$ cat src/hdl/dofq_pkg.sv
`timescale 1ns / 1ps
// Package for the drop-oldest frame queue: field widths, codes, state and descriptor types.
// Used by the channel interfaces and the top level.
package dofq_pkg;

   localparam int DEPTH_DEFAULT    = 16;
   localparam int DISC_BIT_DEFAULT = 0;

   localparam int MODE_W      = 2;
   localparam int HANDLE_W    = 32;
   localparam int LENGTH_W    = 16;
   localparam int FLAGS_W     = 8;
   localparam int KIND_W      = 3;
   localparam int QFRAMES_W   = 5;
   localparam int QBYTES_W    = 20;
   localparam int STAT_W      = 32;
   localparam int DBYTES_W    = 48;
   localparam int MAXF_W      = 5;
   localparam int MAXB_W      = 20;
   localparam int CSR_DATA_W  = 20;
   localparam int CSR_INDEX_W = 1;

   localparam logic [MODE_W-1:0] MODE_PUBLISH = 2'd0;
   localparam logic [MODE_W-1:0] MODE_READ    = 2'd1;
   localparam logic [MODE_W-1:0] MODE_CLOSE   = 2'd2;

   localparam logic [CSR_INDEX_W-1:0] CSR_MAX_FRAMES = 1'd0;
   localparam logic [CSR_INDEX_W-1:0] CSR_MAX_BYTES  = 1'd1;

   typedef enum logic [KIND_W-1:0] {
      KIND_ACCEPTED = 3'd0,
      KIND_IGNORED  = 3'd1,
      KIND_DROPPED  = 3'd2,
      KIND_READ     = 3'd3,
      KIND_EMPTY    = 3'd4,
      KIND_CLOSED   = 3'd5
   } kind_type;

   typedef enum logic [2:0] {
      ST_IDLE,
      ST_DISPATCH,
      ST_DROP,
      ST_PUSH,
      ST_CHECK,
      ST_READ
   } state_type;

   typedef struct packed {
      logic [HANDLE_W-1:0] handle;
      logic [LENGTH_W-1:0] length;
      logic [FLAGS_W-1:0]  flags;
   } desc_type;

endpackage

$ cat src/hdl/dofq_if.sv
`timescale 1ns / 1ps
// Valid/ready channel interfaces for the request and response words of the frame queue.
// Depends on dofq_pkg for the field widths.
interface dofq_req_if import dofq_pkg::*; ();
   logic                valid;
   logic                ready;
   logic [MODE_W-1:0]   mode;
   logic [HANDLE_W-1:0] frame_handle;
   logic [LENGTH_W-1:0] frame_length;
   logic [FLAGS_W-1:0]  frame_flags;

   modport source (output valid, mode, frame_handle, frame_length, frame_flags,
                   input ready);
   modport sink (input valid, mode, frame_handle, frame_length, frame_flags,
                 output ready);
endinterface

interface dofq_rsp_if import dofq_pkg::*; ();
   logic                 valid;
   logic                 ready;
   logic [KIND_W-1:0]    kind;
   logic [HANDLE_W-1:0]  out_handle;
   logic [LENGTH_W-1:0]  out_length;
   logic [FLAGS_W-1:0]   out_flags;
   logic                 last;
   logic [QFRAMES_W-1:0] held_frames;
   logic [QBYTES_W-1:0]  held_bytes;
   logic [STAT_W-1:0]    published_count;
   logic [STAT_W-1:0]    read_count;
   logic [STAT_W-1:0]    dropped_count;
   logic [DBYTES_W-1:0]  dropped_byte_total;
   logic                 is_closed;

   modport source (output valid, kind, out_handle, out_length, out_flags, last,
                   held_frames, held_bytes, published_count, read_count,
                   dropped_count, dropped_byte_total, is_closed,
                   input ready);
   modport sink (input valid, kind, out_handle, out_length, out_flags, last,
                 held_frames, held_bytes, published_count, read_count,
                 dropped_count, dropped_byte_total, is_closed,
                 output ready);
endinterface

$ cat src/hdl/dofq_ram.sv
`timescale 1ns / 1ps
// Generic simple dual-port RAM with one write port and one registered read port.
// Standalone; no package needed.
module dofq_ram #(
   parameter int WIDTH = 8,
   parameter int DEPTH = 16
) (
   input  logic                     clock,
   input  logic                     wr_en,
   input  logic [$clog2(DEPTH)-1:0] wr_addr,
   input  logic [WIDTH-1:0]         wr_data,
   input  logic                     rd_en,
   input  logic [$clog2(DEPTH)-1:0] rd_addr,
   output logic [WIDTH-1:0]         rd_data
);

   logic [WIDTH-1:0] mem_ff [DEPTH];
   logic [WIDTH-1:0] rd_data_ff;

   always_ff @(posedge clock) begin
      if (wr_en) begin
         mem_ff[wr_addr] <= wr_data;
      end
      if (rd_en) begin
         rd_data_ff <= mem_ff[rd_addr];
      end
   end

   assign rd_data = rd_data_ff;

endmodule

$ cat src/hdl/drop_oldest_frame_queue.sv
`timescale 1ns / 1ps
// Drop-oldest frame descriptor queue. One request word is handled at a time: a close
// responds from dispatch, a read reads the slot RAM then responds, a publish writes the RAM
// then checks limits, and each dropped frame adds a slot RAM read, then its response.
// The next word is accepted in the cycle the last response can first be taken.
// Reset is synchronous and active high; it empties the queue and clears limits and
// statistics, while the slot RAM keeps its contents.
module drop_oldest_frame_queue import dofq_pkg::*; #(
   parameter int DEPTH    = DEPTH_DEFAULT,
   parameter int DISC_BIT = DISC_BIT_DEFAULT
) (
   input  logic                   clock,
   input  logic                   reset,
   dofq_req_if.sink               req_ch,
   dofq_rsp_if.source             rsp_ch,
   input  logic                   csr_write_en,
   input  logic [CSR_INDEX_W-1:0] csr_index,
   input  logic [CSR_DATA_W-1:0]  csr_wdata
);

   localparam int IDX_W   = $clog2(DEPTH);
   localparam int CNT_W   = $clog2(DEPTH + 1);
   localparam int BYTES_W = $clog2(DEPTH * (2 ** LENGTH_W - 1) + 1);
   localparam int CMPF_W  = (CNT_W > MAXF_W) ? CNT_W : MAXF_W;
   localparam int CMPB_W  = (BYTES_W > MAXB_W) ? BYTES_W : MAXB_W;
   localparam int DESC_W  = $bits(desc_type);
   localparam logic [FLAGS_W-1:0] DISC_MASK = FLAGS_W'(1) << DISC_BIT;

   state_type state_ff, state_in;

   logic [MODE_W-1:0] req_mode_ff;
   desc_type          req_desc_ff;

   logic [IDX_W-1:0]    head_ff, head_in;
   logic [CNT_W-1:0]    count_ff, count_in;
   logic [BYTES_W-1:0]  bytes_ff, bytes_in;
   logic                closed_ff, closed_in;
   logic                disc_ff, disc_in;
   logic                pre_push_ff, pre_push_in;
   logic                dropped_any_ff, dropped_any_in;
   logic [STAT_W-1:0]   pub_ff, pub_in;
   logic [STAT_W-1:0]   rd_cnt_ff, rd_cnt_in;
   logic [STAT_W-1:0]   drop_cnt_ff, drop_cnt_in;
   logic [DBYTES_W-1:0] dbytes_ff, dbytes_in;
   logic [MAXF_W-1:0]   max_frames_ff;
   logic [MAXB_W-1:0]   max_bytes_ff;

   logic                 rsp_valid_ff;
   kind_type             rsp_kind_ff;
   desc_type             rsp_desc_ff;
   logic                 rsp_last_ff;
   logic [QFRAMES_W-1:0] rsp_qframes_ff;
   logic [QBYTES_W-1:0]  rsp_qbytes_ff;
   logic [STAT_W-1:0]    rsp_pub_ff;
   logic [STAT_W-1:0]    rsp_rd_ff;
   logic [STAT_W-1:0]    rsp_drop_ff;
   logic [DBYTES_W-1:0]  rsp_dbytes_ff;
   logic                 rsp_closed_ff;

   logic             req_accept;
   logic             out_free;
   logic             over_limit;
   logic             over_any;
   logic             queue_full;
   logic [IDX_W:0]   tail_sum;
   logic [IDX_W-1:0] tail_idx;
   logic [IDX_W-1:0] head_next;

   logic             ram_wr_en;
   logic             ram_rd_en;
   logic [DESC_W-1:0] ram_rd_data;
   desc_type          pop_desc;

   logic     emit;
   kind_type emit_kind;
   desc_type emit_desc;
   logic     emit_last;
   logic     do_push;
   logic     do_pop;

   assign req_ch.ready = (state_ff == ST_IDLE);
   assign req_accept   = req_ch.valid && req_ch.ready;
   assign out_free     = !rsp_valid_ff || rsp_ch.ready;

   assign over_limit = ((max_frames_ff != '0) && (CMPF_W'(count_ff) > CMPF_W'(max_frames_ff)))
                    || ((max_bytes_ff != '0) && (CMPB_W'(bytes_ff) > CMPB_W'(max_bytes_ff)));
   assign over_any   = (count_ff != '0) && over_limit;
   assign queue_full = (count_ff == CNT_W'(DEPTH));

   // Tail is head plus occupancy, wrapped once; head stays below DEPTH and occupancy at most DEPTH.
   assign tail_sum  = (IDX_W+1)'(head_ff) + (IDX_W+1)'(count_ff);
   assign tail_idx  = (tail_sum >= (IDX_W+1)'(DEPTH)) ? IDX_W'(tail_sum - (IDX_W+1)'(DEPTH))
                                                     : IDX_W'(tail_sum);
   assign head_next = (head_ff == IDX_W'(DEPTH - 1)) ? '0 : head_ff + 1'b1;

   // The discontinuity mark of the head entry lives in a flag register and is merged in
   // when that entry leaves the queue, which saves a read-modify-write of the RAM.
   always_comb begin
      pop_desc       = desc_type'(ram_rd_data);
      pop_desc.flags = pop_desc.flags | (disc_ff ? DISC_MASK : '0);
   end

   dofq_ram #(
      .WIDTH(DESC_W),
      .DEPTH(DEPTH)
   ) u_slot_ram (
      .clock   (clock),
      .wr_en   (ram_wr_en),
      .wr_addr (tail_idx),
      .wr_data (req_desc_ff),
      .rd_en   (ram_rd_en),
      .rd_addr (head_ff),
      .rd_data (ram_rd_data)
   );

   // Next state.
   always_comb begin
      state_in = state_ff;
      case (state_ff)
         ST_IDLE: begin
            if (req_accept) state_in = ST_DISPATCH;
         end
         ST_DISPATCH: begin
            case (req_mode_ff)
               MODE_PUBLISH: begin
                  if (closed_ff) begin
                     if (out_free) state_in = ST_IDLE;
                  end else if (queue_full) begin
                     state_in = ST_DROP;
                  end else begin
                     state_in = ST_CHECK;
                  end
               end
               MODE_READ: begin
                  if (count_ff != '0) begin
                     state_in = ST_READ;
                  end else if (out_free) begin
                     state_in = ST_IDLE;
                  end
               end
               MODE_CLOSE: begin
                  if (out_free) state_in = ST_IDLE;
               end
               default: state_in = ST_IDLE;
            endcase
         end
         ST_DROP: begin
            if (out_free) state_in = pre_push_ff ? ST_PUSH : ST_CHECK;
         end
         ST_PUSH: state_in = ST_CHECK;
         ST_CHECK: begin
            if (over_any) begin
               state_in = ST_DROP;
            end else if (out_free) begin
               state_in = ST_IDLE;
            end
         end
         ST_READ: begin
            if (out_free) state_in = ST_IDLE;
         end
         default: state_in = ST_IDLE;
      endcase
   end

   // Datapath actions and register updates per state.
   always_comb begin
      head_in        = head_ff;
      count_in       = count_ff;
      bytes_in       = bytes_ff;
      closed_in      = closed_ff;
      disc_in        = disc_ff;
      pre_push_in    = pre_push_ff;
      dropped_any_in = dropped_any_ff;
      pub_in         = pub_ff;
      rd_cnt_in      = rd_cnt_ff;
      drop_cnt_in    = drop_cnt_ff;
      dbytes_in      = dbytes_ff;
      ram_wr_en      = 1'b0;
      ram_rd_en      = 1'b0;
      emit           = 1'b0;
      emit_kind      = KIND_ACCEPTED;
      emit_desc      = req_desc_ff;
      emit_last      = 1'b0;
      do_push        = 1'b0;
      do_pop         = 1'b0;

      case (state_ff)
         ST_IDLE: begin
            if (req_accept) dropped_any_in = 1'b0;
         end
         ST_DISPATCH: begin
            case (req_mode_ff)
               MODE_PUBLISH: begin
                  if (closed_ff) begin
                     if (out_free) begin
                        emit      = 1'b1;
                        emit_kind = KIND_IGNORED;
                        emit_last = 1'b1;
                     end
                  end else if (queue_full) begin
                     ram_rd_en   = 1'b1;
                     pre_push_in = 1'b1;
                  end else begin
                     do_push     = 1'b1;
                     pre_push_in = 1'b0;
                  end
               end
               MODE_READ: begin
                  if (count_ff != '0) begin
                     ram_rd_en = 1'b1;
                  end else if (out_free) begin
                     emit      = 1'b1;
                     emit_kind = KIND_EMPTY;
                     emit_desc = '0;
                     emit_last = 1'b1;
                  end
               end
               MODE_CLOSE: begin
                  if (out_free) begin
                     closed_in = 1'b1;
                     head_in   = '0;
                     count_in  = '0;
                     bytes_in  = '0;
                     disc_in   = 1'b0;
                     emit      = 1'b1;
                     emit_kind = KIND_CLOSED;
                     emit_desc = '0;
                     emit_last = 1'b1;
                  end
               end
               default: ;
            endcase
         end
         ST_DROP: begin
            if (out_free) begin
               do_pop         = 1'b1;
               drop_cnt_in    = drop_cnt_ff + 1'b1;
               dbytes_in      = dbytes_ff + DBYTES_W'(pop_desc.length);
               dropped_any_in = 1'b1;
               emit           = 1'b1;
               emit_kind      = KIND_DROPPED;
               emit_desc      = pop_desc;
            end
         end
         ST_PUSH: do_push = 1'b1;
         ST_CHECK: begin
            if (over_any) begin
               ram_rd_en   = 1'b1;
               pre_push_in = 1'b0;
            end else if (out_free) begin
               if (dropped_any_ff && (count_ff != '0)) disc_in = 1'b1;
               emit      = 1'b1;
               emit_kind = KIND_ACCEPTED;
               emit_last = 1'b1;
            end
         end
         ST_READ: begin
            if (out_free) begin
               do_pop    = 1'b1;
               rd_cnt_in = rd_cnt_ff + 1'b1;
               emit      = 1'b1;
               emit_kind = KIND_READ;
               emit_desc = pop_desc;
               emit_last = 1'b1;
            end
         end
         default: ;
      endcase

      if (do_push) begin
         ram_wr_en = 1'b1;
         count_in  = count_ff + 1'b1;
         bytes_in  = bytes_ff + BYTES_W'(req_desc_ff.length);
         pub_in    = pub_ff + 1'b1;
      end
      if (do_pop) begin
         head_in  = head_next;
         count_in = count_ff - 1'b1;
         bytes_in = bytes_ff - BYTES_W'(pop_desc.length);
         disc_in  = 1'b0;
      end
   end

   always_ff @(posedge clock) begin
      if (reset) begin
         state_ff       <= ST_IDLE;
         head_ff        <= '0;
         count_ff       <= '0;
         bytes_ff       <= '0;
         closed_ff      <= 1'b0;
         disc_ff        <= 1'b0;
         pre_push_ff    <= 1'b0;
         dropped_any_ff <= 1'b0;
         pub_ff         <= '0;
         rd_cnt_ff      <= '0;
         drop_cnt_ff    <= '0;
         dbytes_ff      <= '0;
         rsp_valid_ff   <= 1'b0;
      end else begin
         state_ff       <= state_in;
         head_ff        <= head_in;
         count_ff       <= count_in;
         bytes_ff       <= bytes_in;
         closed_ff      <= closed_in;
         disc_ff        <= disc_in;
         pre_push_ff    <= pre_push_in;
         dropped_any_ff <= dropped_any_in;
         pub_ff         <= pub_in;
         rd_cnt_ff      <= rd_cnt_in;
         drop_cnt_ff    <= drop_cnt_in;
         dbytes_ff      <= dbytes_in;
         if (emit) begin
            rsp_valid_ff <= 1'b1;
         end else if (rsp_ch.ready) begin
            rsp_valid_ff <= 1'b0;
         end
      end
   end

   always_ff @(posedge clock) begin
      if (reset) begin
         max_frames_ff <= '0;
         max_bytes_ff  <= '0;
      end else if (csr_write_en) begin
         case (csr_index)
            CSR_MAX_FRAMES: max_frames_ff <= csr_wdata[MAXF_W-1:0];
            CSR_MAX_BYTES:  max_bytes_ff  <= csr_wdata[MAXB_W-1:0];
            default: ;
         endcase
      end
   end

   always_ff @(posedge clock) begin
      if (req_accept) begin
         req_mode_ff        <= req_ch.mode;
         req_desc_ff.handle <= req_ch.frame_handle;
         req_desc_ff.length <= req_ch.frame_length;
         req_desc_ff.flags  <= req_ch.frame_flags;
      end
   end

   // The response word carries the statistics as they stand after this word's update.
   always_ff @(posedge clock) begin
      if (emit) begin
         rsp_kind_ff    <= emit_kind;
         rsp_desc_ff    <= emit_desc;
         rsp_last_ff    <= emit_last;
         rsp_qframes_ff <= QFRAMES_W'(count_in);
         rsp_qbytes_ff  <= QBYTES_W'(bytes_in);
         rsp_pub_ff     <= pub_in;
         rsp_rd_ff      <= rd_cnt_in;
         rsp_drop_ff    <= drop_cnt_in;
         rsp_dbytes_ff  <= dbytes_in;
         rsp_closed_ff  <= closed_in;
      end
   end

   assign rsp_ch.valid              = rsp_valid_ff;
   assign rsp_ch.kind               = rsp_kind_ff;
   assign rsp_ch.out_handle         = rsp_desc_ff.handle;
   assign rsp_ch.out_length         = rsp_desc_ff.length;
   assign rsp_ch.out_flags          = rsp_desc_ff.flags;
   assign rsp_ch.last               = rsp_last_ff;
   assign rsp_ch.held_frames        = rsp_qframes_ff;
   assign rsp_ch.held_bytes         = rsp_qbytes_ff;
   assign rsp_ch.published_count    = rsp_pub_ff;
   assign rsp_ch.read_count         = rsp_rd_ff;
   assign rsp_ch.dropped_count      = rsp_drop_ff;
   assign rsp_ch.dropped_byte_total = rsp_dbytes_ff;
   assign rsp_ch.is_closed          = rsp_closed_ff;

endmodule
$ cat src/flat_wrapper.sv
// flat-port wrapper written by rule: the top's interface ports become plain ports
module drop_oldest_frame_queue_flat import dofq_pkg::*;
#(
   parameter int DEPTH    = DEPTH_DEFAULT,
   parameter int DISC_BIT = DISC_BIT_DEFAULT
)
  (clock, reset, csr_write_en, csr_index, csr_wdata, req_ch_valid, req_ch_mode, req_ch_frame_handle, req_ch_frame_length, req_ch_frame_flags, req_ch_ready, rsp_ch_valid, rsp_ch_kind, rsp_ch_out_handle, rsp_ch_out_length, rsp_ch_out_flags, rsp_ch_last, rsp_ch_held_frames, rsp_ch_held_bytes, rsp_ch_published_count, rsp_ch_read_count, rsp_ch_dropped_count, rsp_ch_dropped_byte_total, rsp_ch_is_closed, rsp_ch_ready);
  dofq_req_if req_ch_i ();
  dofq_rsp_if rsp_ch_i ();
  input  logic clock;
  input  logic reset;
  input  logic csr_write_en;
  input  logic [CSR_INDEX_W-1:0] csr_index;
  input  logic [CSR_DATA_W-1:0] csr_wdata;
  input wire logic [$bits(req_ch_i.valid)-1:0] req_ch_valid;
  input wire logic [$bits(req_ch_i.mode)-1:0] req_ch_mode;
  input wire logic [$bits(req_ch_i.frame_handle)-1:0] req_ch_frame_handle;
  input wire logic [$bits(req_ch_i.frame_length)-1:0] req_ch_frame_length;
  input wire logic [$bits(req_ch_i.frame_flags)-1:0] req_ch_frame_flags;
  output wire logic [$bits(req_ch_i.ready)-1:0] req_ch_ready;
  output wire logic [$bits(rsp_ch_i.valid)-1:0] rsp_ch_valid;
  output wire logic [$bits(rsp_ch_i.kind)-1:0] rsp_ch_kind;
  output wire logic [$bits(rsp_ch_i.out_handle)-1:0] rsp_ch_out_handle;
  output wire logic [$bits(rsp_ch_i.out_length)-1:0] rsp_ch_out_length;
  output wire logic [$bits(rsp_ch_i.out_flags)-1:0] rsp_ch_out_flags;
  output wire logic [$bits(rsp_ch_i.last)-1:0] rsp_ch_last;
  output wire logic [$bits(rsp_ch_i.held_frames)-1:0] rsp_ch_held_frames;
  output wire logic [$bits(rsp_ch_i.held_bytes)-1:0] rsp_ch_held_bytes;
  output wire logic [$bits(rsp_ch_i.published_count)-1:0] rsp_ch_published_count;
  output wire logic [$bits(rsp_ch_i.read_count)-1:0] rsp_ch_read_count;
  output wire logic [$bits(rsp_ch_i.dropped_count)-1:0] rsp_ch_dropped_count;
  output wire logic [$bits(rsp_ch_i.dropped_byte_total)-1:0] rsp_ch_dropped_byte_total;
  output wire logic [$bits(rsp_ch_i.is_closed)-1:0] rsp_ch_is_closed;
  input wire logic [$bits(rsp_ch_i.ready)-1:0] rsp_ch_ready;
  assign req_ch_i.valid = req_ch_valid;
  assign req_ch_i.mode = req_ch_mode;
  assign req_ch_i.frame_handle = req_ch_frame_handle;
  assign req_ch_i.frame_length = req_ch_frame_length;
  assign req_ch_i.frame_flags = req_ch_frame_flags;
  assign req_ch_ready = req_ch_i.ready;
  assign rsp_ch_valid = rsp_ch_i.valid;
  assign rsp_ch_kind = rsp_ch_i.kind;
  assign rsp_ch_out_handle = rsp_ch_i.out_handle;
  assign rsp_ch_out_length = rsp_ch_i.out_length;
  assign rsp_ch_out_flags = rsp_ch_i.out_flags;
  assign rsp_ch_last = rsp_ch_i.last;
  assign rsp_ch_held_frames = rsp_ch_i.held_frames;
  assign rsp_ch_held_bytes = rsp_ch_i.held_bytes;
  assign rsp_ch_published_count = rsp_ch_i.published_count;
  assign rsp_ch_read_count = rsp_ch_i.read_count;
  assign rsp_ch_dropped_count = rsp_ch_i.dropped_count;
  assign rsp_ch_dropped_byte_total = rsp_ch_i.dropped_byte_total;
  assign rsp_ch_is_closed = rsp_ch_i.is_closed;
  assign rsp_ch_i.ready = rsp_ch_ready;
  drop_oldest_frame_queue #(.DEPTH(DEPTH), .DISC_BIT(DISC_BIT)) u_core (.clock(clock), .reset(reset), .req_ch(req_ch_i), .rsp_ch(rsp_ch_i), .csr_write_en(csr_write_en), .csr_index(csr_index), .csr_wdata(csr_wdata));
endmodule
$ cat config.mk
export PLATFORM = sky130hd
export DESIGN_NAME = drop_oldest_frame_queue_flat
export DESIGN_NICKNAME = d
export VERILOG_FILES = /design/src/hdl/dofq_pkg.sv /design/src/hdl/dofq_if.sv /design/src/hdl/dofq_ram.sv /design/src/hdl/drop_oldest_frame_queue.sv /design/src/flat_wrapper.sv
export SDC_FILE = /design/constraint.sdc
export NUM_CORES = 2
export LEC_CHECK = 0
export BUFFER_PORTS_ARGS = -buffer_cell sky130_fd_sc_hd__buf_2
export CAP_MARGIN = 40
export CORE_UTILIZATION = 32
export CTS_CLUSTER_DIAMETER = 200
export DETAILED_ROUTE_END_ITERATION = 16
export SYNTH_ARGS = -nofsm -noshare
export SYNTH_HDL_FRONTEND = slang
export SYNTH_HIERARCHICAL = 1
export SYNTH_SLANG_ARGS = --single-unit
$ cat constraint.sdc
create_clock -name clock -period 38.5 [get_ports clock]
set_input_delay 5.775 -clock clock [delete_from_list [all_inputs] [get_ports clock]]
set_output_delay 5.775 -clock clock [all_outputs]
set_load 0.01 [all_outputs]
==> flow_summary.yaml <==
route:
  drt_first_pass_iters: 5
  vias: 31900
  via_per_inst: 5.07
  detail-route-antenna-nets: 0
  drcViolationCount: 0
  drt_iter0_drc: 2465
  wl_per_cell_um: 23.7
  routed_wl_um: 149000
layout:
  drive_gt1_frac: 0.225
  area_growth_pct: 16.8
  n_fill_cell: 16400
  final_area_mm2: 0.0673
  post-route-util: 0.377
  fin_nets: 3982
  layoutNonFillerInstCount: 6283
clock_tree:
  cts_tree: "done"
  cts_buffers: 149
  cts_setup_buffers: 0
  cts-root-buf: "clkbuf_16"
  cts.sinks: 1446
  cts_hold_buffers: 0
  path_clk_slew_ps: 60
  clockBufferDepth: 3
  htree_levels: 4
  cts_resized: 0
  clk_latency_ps: 800
setup_path:
  crit_slowest_cell: "nor2b_1"
  max_stage_delay_ps: 710
  path_cells: "buf_2 -> nor2b_1 -> nor2_2 -> nor2_4 -> clkinv_2 -> buf_4 -> nor2_1 -> and3_1 -> a31oi_1 -> a31oi_1"
  crit_top_cell: "a31oi_1"
  critPathKind: "input port to register"
  arrival_ps: 8850
  path_delay_family: "simple AND/OR/NAND/NOR gates"
  cp-start-kind: "input port"
  end_kind: "register"
  path_max_fanout: 54
  path_buf_inv: 3
  crit_required_ps: 39210
grt:
  grt_pass1_vias: 31300
  antenna_found_initial: 15
  grt-ovfl-total: 0
  grt_max_degree: 143
  grtUsageTotal: 0.162
  grt_pass1_wl_um: 214000
power_and_ir_drop:
  p_leak_nw: 22.9
  p_total_mw: 3.26
  p_sw_mw: 0.711
  vdd_drop_max_uv: 39.9
  p_per_area_mw_per_mm2: 48.4
  p_seq_frac: 0.539
  clockPowerShare: 0.431
  power_frac_comb: 0.030
  p_int_mw: 2.55
  power_switching_share: 0.218
placement:
  placed_area_mm2: 0.0625
  hpwl_um: 91900
  place.gp.congestion: 0.805
  placed_cells: 6012
  io_buffers: 315
logic_synthesis:
  synth_seq_cells: 1446
  synth-main-ff-cell: "edfxtp_1"
  syn_area_mm2: 0.0576
  synth_nets: 3591
  synth_edf_count: 1240
  synth_area_per_cell_um2: 16.9
  synth_area_leaders: "edfxtp_1 (65%), mux4_2 (8.8%), dfxtp_1 (7.2%)"
  netlist.area_leader.share: 0.646
  synthArstFlopShare: 0
  syn_inst: 3417
  yosys.cell_types.count: 92
  ys_warn_count: 6
  synth_top_area_cell: "edfxtp_1"
  yosysSeqAreaShare: 0.718
timing:
  setup_tns_ps: 0
  fin_crit_ps: 8140
  fmax_ghz: 0.123
  maxSlewHeadroom: 0.283
  grt_setup_unrepaired: "false"
  slew_viol_final: 0
  worstMarginPinSlew_ps: 1080
  period_share: 0.211
  skew_ps: 49.0
  setup_violations: 0
  final_hold_viol_count: 0
die:
  start_util: 0.322
  num_io_pins: 316
  num_rows: 155
  core_mm2: 0.179
  die_w_um: 426
  die_area_mm2: 0.182
  dieHeight_um: 426
status:
  status: "complete, no violations"
job:
  maxCapViolations: 0
min_path:
  hold_class: "register to register"
cell type report:
class,count,area (um^2),share of cell area
clock buffer,194,3980,0.0592
inverter,73,277,0.00411
sequential,1446,41400,0.615
timing repair buffer,387,2540,0.0378
multi-input combinational,1751,15400,0.229
tap,2355,2950,0.0438
antenna,1,2.50,0.0000372
clock inverter,76,778,0.0116
synthesized netlist by cell type (19+ instances only):
cell,number
and2_1,154
clkbuf_1,83
nand3_1,62
a22o_1,41
nand4_1,40
a22oi_1,117
buf_6,19
edfxtp_1,1240
nor2b_1,21
xnor2_1,101
and3_1,40
nand2_1,235
nor3_1,34
o21ai_0,71
a211oi_1,22
inv_1,72
a21o_1,20
dfxtp_1,206
mux4_2,224
xor2_1,51
ha_1,86
nor2_1,113
a21oi_1,91
buf_2,29
routing by layer:
layer,part of all wire,GRT usage,wire (um),vias to the layer above
li1,-,-,-,14200
met1,0.42,0.213,63000,16400
met5,0.00046,0,68,-
met3,0.068,0.0376,10200,209
met4,0.025,0.0446,3800,10
met2,0.48,0.267,72200,1050
flip-flops by register name (all words and copies together), names as in the netlist, 20 cells and up:
name	cells
u_core/pub_ff	32
u_core/drop_cnt_ff	32
u_core/req_desc_ff	56
u_core/u_slot_ram/rd_data	56
u_core/rsp_ch.held_bytes	20
u_core/rsp_ch.out_handle	32
u_core/u_slot_ram/mem_ff	896
u_core/rsp_ch.dropped_count	32
u_core/max_bytes_ff	20
u_core/rd_cnt_ff	32
u_core/rsp_ch.published_count	32
u_core/bytes_ff	20
u_core/rsp_ch.read_count	32
u_core/rsp_ch.dropped_byte_total	48
u_core/dbytes_ff	48
worst reg2reg max path, cell delays in order, from the launching register on:
cell and delay, ps:
dfxtp_1 480, inv_1 150, ha_1 260, nand4bb_1 260, a22oi_2 100, buf_4 270, inv_2 90, buf_4 340
nand3b_1 410, nor2_4 680, buf_4 560, buf_12 290
layout by cell type, fill, tap and decap left out, types with 16 or more instances in the layout:
master | Yosys | routed
a211oi_1 | 22 | 22
a21o_1 | 20 | 20
a21oi_1 | 91 | 91
a22o_1 | 41 | 41
a22oi_1 | 117 | 116
and2_1 | 154 | 152
and3_1 | 40 | 40
buf_2 | 29 | 314
buf_4 | 10 | 47
clkbuf_1 | 83 | 39
clkbuf_16 | 0 | 151
clkinv_1 | 0 | 28
clkinv_2 | 0 | 23
dfxtp_1 | 206 | 204
edfxtp_1 | 1240 | 1240
ha_1 | 86 | 86
inv_1 | 72 | 70
mux4_2 | 224 | 224
nand2_1 | 235 | 235
nand2b_1 | 16 | 16
nand3_1 | 62 | 62
nand4_1 | 40 | 40
nor2_1 | 113 | 99
nor2b_1 | 21 | 19
nor3_1 | 34 | 30
o21ai_0 | 71 | 70
xnor2_1 | 101 | 101
xor2_1 | 51 | 51
metrics by stage:
step	setup WS (ps)	hold slack, ps
after floorplan	20080	420
after global routing	30200	497
after CTS	30420	477
after global placement	29590	465
final	30360	481
after detailed placement	29560	473
kinds of logic after synthesis:
| family | Yosys count | share of synthesized area |
|---|---|---|
| XOR/XNOR | 152 | 0.0231 |
| AND/OR/NAND/NOR | 799 | 0.0725 |
| adder cells (fa/ha/maj) | 90 | 0.0201 |
| AO/OA/AOI/OAI | 459 | 0.0554 |
| buffers and inverters | 220 | 0.0181 |
| multiplexers | 251 | 0.0927 |
| flip-flops | 1446 | 0.718 |
power by group through the flow:
| stage | Sequential [mW] | Clock [mW] | Combinational, mW |
|---|---|---|---|
| floorplan | 1.79 | 0 | 0.0526 |
| global placement | 1.79 | 0 | 0.0966 |
| detailed placement | 1.79 | 0 | 0.100 |
| CTS | 1.76 | 1.43 | 0.101 |
| global route | 1.76 | 1.50 | 0.108 |
| finish | 1.76 | 1.40 | 0.0981 |
path summary, 6_finish.rpt:
kind | startpoint | end | slack (ps) | cells past startpoint
worst max-delay path | rsp_ch_ready | u_core/bytes_ff[14]$_SDFF_PP0_ | 30360 | 10
worst min-delay path | u_core/max_bytes_ff[14]$_SDFFE_PP0P_ | u_core/max_bytes_ff[14]$_SDFFE_PP0P_ | 480 | 2
worst max register to register | u_core/count_ff[1]$_SDFF_PP0_ | u_core/u_slot_ram/mem_ff[5][54]$_DFFE_PP_ | 34260 | 11
worst min register to register | u_core/max_bytes_ff[14]$_SDFFE_PP0P_ | u_core/max_bytes_ff[14]$_SDFFE_PP0P_ | 480 | 2
Note: power is estimated with default switching activity, not from simulation.
